`src/hdl/strided_tile_pair_address_walker_core_assert.svh`:
```
// Assertion macros for the strided tile pair address walker.
`ifndef STRIDED_TILE_PAIR_ADDRESS_WALKER_CORE_ASSERT_SVH
`define STRIDED_TILE_PAIR_ADDRESS_WALKER_CORE_ASSERT_SVH
// Asserts that an antecedent implies a consequent on the next clock edge.
`define STPAW_ASSERT_NEXT(label, clk, rst, ante, cons, msg) \
  label: assert property (@(posedge clk) disable iff (rst) (ante) |=> (cons)) \
    else $error(msg);
// Asserts that a condition holds at every clock edge outside reset.
`define STPAW_ASSERT_ALWAYS(label, clk, rst, cond, msg) \
  label: assert property (@(posedge clk) disable iff (rst) (cond)) else $error(msg);
`endif

```
`src/hdl/stpaw_pkg.sv`:
```
// ----------------------------------------------------------------------------
// stpaw_pkg
// Shared constants and types of the strided tile pair address walker.
// ----------------------------------------------------------------------------
`timescale 1ns / 1ps
`default_nettype none
package stpaw_pkg;
  localparam int TILE_ID_BITS = 32;
  localparam int DIM_BITS = 16;
  localparam int CFG_INDEX_BITS = 3;
  localparam int IN_BYTES = 33;
  localparam int OUT_BYTES = 8;

  localparam logic [CFG_INDEX_BITS-1:0] REG_DEPTH_COUNT   = 3'd0;
  localparam logic [CFG_INDEX_BITS-1:0] REG_BATCH_COUNT   = 3'd1;
  localparam logic [CFG_INDEX_BITS-1:0] REG_CHANNEL_COUNT = 3'd2;
  localparam logic [CFG_INDEX_BITS-1:0] REG_TILE_ROWS     = 3'd3;
  localparam logic [CFG_INDEX_BITS-1:0] REG_TILE_COLS     = 3'd4;
  localparam logic [CFG_INDEX_BITS-1:0] REG_SHARD_WIDTH   = 3'd5;
  localparam logic [CFG_INDEX_BITS-1:0] REG_SHARD_MODE    = 3'd6;

  localparam logic KIND_START = 1'b0;
  localparam logic KIND_STEP  = 1'b1;

  // Datapath operation selects.
  localparam logic [3:0] OP_NONE    = 4'd0;
  localparam logic [3:0] OP_LOAD    = 4'd1;  // latch start item, deactivate walk
  localparam logic [3:0] OP_SIZE_HW = 4'd2;  // hw = rows * cols
  localparam logic [3:0] OP_SIZE_PB = 4'd3;  // per_batch = hw * channels
  localparam logic [3:0] OP_SIZE_PD = 4'd4;  // per_depth = per_batch * batches
  localparam logic [3:0] OP_DIV_INIT = 4'd5; // load divider with level sel
  localparam logic [3:0] OP_DIV_BIT = 4'd6;  // one quotient bit
  localparam logic [3:0] OP_DIV_DONE = 4'd7; // store quotient, remainder
  localparam logic [3:0] OP_MUL_STEP = 4'd8; // one offset product
  localparam logic [3:0] OP_FINISH  = 4'd9;  // load walk registers
  localparam logic [3:0] OP_STEP    = 4'd10; // emit and advance

  typedef struct packed {
    logic [3:0] op;
    logic [2:0] sel;
  } cmd_t;

  typedef struct packed {
    logic div_last;
    logic walk_ok;
    logic active;
    logic final_step;
  } status_t;
endpackage
`default_nettype wire

```
`src/hdl/stpaw_ctrl.sv`:
```
// ----------------------------------------------------------------------------
// stpaw_ctrl
// Sequencer for start setup and step issue of the tile pair walker.
// ----------------------------------------------------------------------------
`timescale 1ns / 1ps
`default_nettype none
module stpaw_ctrl (
  input  wire logic                 clk,
  input  wire logic                 rst,
  input  wire logic                 in_fire,
  input  wire logic                 in_kind,
  input  wire logic                 out_free,
  input  wire stpaw_pkg::status_t   status,
  output logic                      in_ready,
  output logic                      out_load,
  output stpaw_pkg::cmd_t           cmd
);
  localparam logic [2:0] S_IDLE = 3'd0;
  localparam logic [2:0] S_SIZE = 3'd1;
  localparam logic [2:0] S_DIVI = 3'd2;
  localparam logic [2:0] S_DIVB = 3'd3;
  localparam logic [2:0] S_DIVD = 3'd4;
  localparam logic [2:0] S_MUL  = 3'd5;
  localparam logic [2:0] S_FIN  = 3'd6;

  logic [2:0] state, state_next;
  logic [3:0] cnt, cnt_next;

  always_ff @(posedge clk) begin
    if (rst) begin
      state <= S_IDLE;
      cnt <= '0;
    end else begin
      state <= state_next;
      cnt <= cnt_next;
    end
  end

  always_comb begin
    state_next = state;
    cnt_next = cnt;
    cmd.op = stpaw_pkg::OP_NONE;
    cmd.sel = 3'd0;
    in_ready = 1'b0;
    out_load = 1'b0;
    case (state)
      S_IDLE: begin
        in_ready = out_free;
        if (in_fire) begin
          if (in_kind == stpaw_pkg::KIND_START) begin
            cmd.op = stpaw_pkg::OP_LOAD;
            state_next = S_SIZE;
            cnt_next = '0;
          end else if (status.active) begin
            cmd.op = stpaw_pkg::OP_STEP;
            out_load = 1'b1;
          end
        end
      end
      S_SIZE: begin
        cmd.op = (cnt == 4'd0) ? stpaw_pkg::OP_SIZE_HW :
                 (cnt == 4'd1) ? stpaw_pkg::OP_SIZE_PB : stpaw_pkg::OP_SIZE_PD;
        cnt_next = cnt + 4'd1;
        if (cnt == 4'd2) begin
          state_next = S_DIVI;
          cnt_next = '0;
        end
      end
      S_DIVI: begin
        cmd.op = stpaw_pkg::OP_DIV_INIT;
        cmd.sel = cnt[2:0];
        state_next = S_DIVB;
      end
      S_DIVB: begin
        cmd.op = stpaw_pkg::OP_DIV_BIT;
        cmd.sel = cnt[2:0];
        if (status.div_last) state_next = S_DIVD;
      end
      S_DIVD: begin
        cmd.op = stpaw_pkg::OP_DIV_DONE;
        cmd.sel = cnt[2:0];
        if (cnt == 4'd3) begin
          state_next = S_MUL;
          cnt_next = '0;
        end else begin
          cnt_next = cnt + 4'd1;
          state_next = S_DIVI;
        end
      end
      S_MUL: begin
        cmd.op = stpaw_pkg::OP_MUL_STEP;
        cmd.sel = cnt[2:0];
        cnt_next = cnt + 4'd1;
        if (cnt == 4'd7) state_next = S_FIN;
      end
      S_FIN: begin
        cmd.op = stpaw_pkg::OP_FINISH;
        state_next = S_IDLE;
      end
      default: state_next = S_IDLE;
    endcase
  end
endmodule
`default_nettype wire

```
`config.mk`:
```
export PLATFORM = sky130hd
export DESIGN_NAME = stpaw_ctrl
export DESIGN_NICKNAME = d
export VERILOG_FILES = /design/src/hdl/strided_tile_pair_address_walker_core_assert.svh /design/src/hdl/stpaw_pkg.sv /design/src/hdl/stpaw_ctrl.sv
export SDC_FILE = /design/constraint.sdc
export NUM_CORES = 1
export LEC_CHECK = 0
export ABC_AREA = 1
export BUFFER_PORTS_ARGS = -buffer_cell sky130_fd_sc_hd__buf_2
export CORE_MARGIN = 3
export CORE_UTILIZATION = 54
export CTS_BUF_LIST = sky130_fd_sc_hd__clkbuf_4 sky130_fd_sc_hd__clkbuf_8
export CTS_CLUSTER_DIAMETER = 120
export DETAILED_ROUTE_END_ITERATION = 7
export HOLD_SLACK_MARGIN = 0.03
export PLACE_DENSITY = 0.81
export SLEW_MARGIN = 20
export SYNTH_ARGS = -nofsm -noshare
export SYNTH_HDL_FRONTEND = slang
export SYNTH_SLANG_ARGS = --single-unit
```
`constraint.sdc`:
```
create_clock -name clk -period 1.83 [get_ports clk]
set_clock_uncertainty 0.1 [all_clocks]
set_input_delay 0 -clock clk [delete_from_list [all_inputs] [get_ports clk]]
set_output_delay 0 -clock clk [all_outputs]
set_load 0.02 [all_outputs]
```
==> flow_summary.yaml <==
run_status:
  status: "finished, final reports clean"
worst_setup_path:
  critPathSlowestCell: "dfxtp_1"
  max_stage_delay_ns: 0.31
  worstSetupStartpointType: "flop"
  rr_startpoint: "state[2]"
  arrival_ns: 1.57
  crit_type: "flop to output pin"
  r2r_setup_slack_ns: 0.22
  crit_top_cell: "nand3_1"
  critPathLaunch: "state[1]"
  crit_required_ns: 1.73
  path_cells: "buf_4 > nor2_2 > nand2_1 > nor2_1 > nand3_1 > inv_2 > a21oi_1 > nand3_1 > buf_2"
  crit_fanout: 7
  path_buf_inv: 3
  end_kind: "output pin"
  path_delay_family: "simple AND/OR/NAND/NOR gates"
detailed_routing:
  drc: 0
  vias: 771
  wire_per_inst_microns: 10.8
  routed_wl_microns: 1660
  final_antenna_net_count: 0
  first_pass_iters: 4
  viasPerCell: 5.04
  initialDrtViolationCount: 32
floorplanning:
  die_height_microns: 42.2
  coreArea_sq_mm: 0.00117
  pin_count: 18
  die_width_microns: 42.2
  initial_utilization_pct: 60.3
  rows: 12
  dieArea_sq_mm: 0.00178
pwr:
  p_seq_share_pct: 36.3
  comb_power_share_pct: 32.8
  p_leak_nw: 0.476
  switching_power_w: 0.000163
  switching_share_pct: 36.0
  pwr-share-clk_pct: 30.9
  intPower_w: 0.000290
  cellPowerDensity_mw_per_mm2: 530
  vdd_ir_drop_max_mv: 0.439
grt:
  grt_max_degree: 9
  overflow: 0
  grt_usage_pct: 20.9
  grt_first_pass_wirelength_microns: 2930
  grt_antenna_before_repair: 0
  grt_pass1_vias: 681
clock_network:
  clkLatencyLatePin_ns: 0.25
  path_clk_slew_ns: 0.05
  postCtsSetupRepairBufs: 0
  cts.sinks: 7
  cts_htree_levels: 1
  cts_tree: "done"
  cts_root_buffer: "clkbuf_4"
  clockBufferDepth: 2
  cts_buffers: 3
cells_and_area:
  layoutNonFillerInstCount: 153
  fin_nets: 156
  seq_area_sq_um: 141
  fill_cells: 115
  drive_above_1_share_pct: 27.3
  antennaDiodeCount: 0
  syn_to_final_growth_pct: 21.1
  multiInputGateArea_sq_um: 479
sta:
  hold_viol_final: 0
  maxSlewHeadroom_pct: 80.2
  grt_setup_unrepaired: "no"
  setup_violations: 0
  worst_slew_pin_slew_ns: 0.296
  period_needed_ns: 1.67
  drv_slew: 0
  max_freq_ghz: 0.600
  tns_ns: 0
  fin_crit_sh_pct: 91.1
synth:
  synth_cell_types: 19
  synthCells: 117
  yosys_warnings: 0
  ys_seq_area_share_pct: 19.9
  ys_seq_elements: 7
  syn-num-nets: 133
  syn_area_sq_um: 706
  synth.avg_cell_area_sq_um: 6.03
placement:
  port_buffers: 15
  place.gp.congestion: 0.783
  hpwl_microns: 1360
  dpl.cell_count: 147
run:
  maxCapViolCount: 0
min_path:
  hp-class: "input pin to flop"
  hold_start: "in_fire"
worst paths after layout:
path	endpoint	cells past startpoint
hold reg to reg	cnt[3]	2
setup reg to reg	cnt[2]	7
hold / removal	state[0]	5
setup / recovery	cmd[4]	9
per-layer routing:
metal | global-route usage [%] | wire length, microns | vias to the layer above
li1 | - | - | 411
met3 | 2.58 | 83 | 2
met1 | 26.6 | 746 | 335
met5 | 0 | 0 | -
met4 | 7.45 | 18 | 0
met2 | 35.8 | 810 | 23
tightest hold or removal path: cells and delay by family:
family | cells | cell delay, ns
buffers and inverters | 1 | 0.09
and+or+nand+nor | 4 | 0.31
power groups by stage:
stage	Clock [W]	Sequential, W	Combinational, W
after floorplan	0	0.000164	0.000110
after global placement	0	0.000167	0.000139
after detailed placement	0	0.000167	0.000144
after CTS	0.000146	0.000164	0.000147
after global routing	0.000160	0.000165	0.000166
final	0.000140	0.000164	0.000148
repair_timing:
action | 4_1_cts | 5_1_grt
hold endpoints to repair | 7 | 0
setup endpoints to repair | 0 | 1
gates resized for setup | 0 | 1
hold buffers | 2 | 0
cell type report:
type / count / share of cell area [%]
multi-input cells: 88 / 56.1
flip-flops and latches: 7 / 16.5
repair buffers: 19 / 12.9
inverters: 21 / 9.22
clock buffers: 3 / 2.64
well taps: 14 / 2.05
clock inverters: 1 / 0.586
registers in the layout, indices dropped and copies added, names as in the netlist:
| name | cells |
|---|---|
| state | 3 |
| cnt | 4 |
cell usage in the layout, fill, tap and decap left out, drive strengths merged:
cell and count:
a21oi 11, buf 17, clkbuf 3, clkinv 1, dfxtp 7, dlygate4sd3 2
ha 7, inv 21, nand2 27, nand3 16, nand4 1, nor2 19
o21ai 2, o21bai 1, o41ai 1, or2 2, xor2 1
per-stage QoR:
stage	power [W]	area (sq um)	hold slack (ns)	worst slack, ns	util (%)
after detailed placement	0.000311	806	0.139	0.230	68.8
final	0.000453	855	0.0962	0.163	73.0
after global routing	0.000491	855	0.145	0.0146	73.0
after global placement	0.000306	806	0.133	0.268	68.8
after CTS	0.000457	853	0.0826	0.160	72.9
after floorplan	0.000273	706	-0.0309	0.229	-
Yosys cell counts, drive strengths merged:
cell / n / area [sq um]
nand2: 27 / 109
inv: 21 / 78.8
nor2: 19 / 83.8
nand3: 16 / 90.1
a21oi: 11 / 55.1
dfxtp: 7 / 140
ha: 7 / 87.6
o21ai: 2 / 10.0
or2: 2 / 12.5
buf: 1 / 7.51
nand4: 1 / 6.26
o21bai: 1 / 7.51
o41ai: 1 / 8.76
xor2: 1 / 8.76
cells by family after synthesis:
kind of cell / count (synthesis) / synth area share (%)
compound gates: 15 / 11.5
xor+xnor: 1 / 1.24
fa+ha+maj: 7 / 12.4
buf+inv: 22 / 12.2
flops: 7 / 19.9
simple gates: 65 / 42.7
No activity file was read; power rests on OpenSTA's default activity.
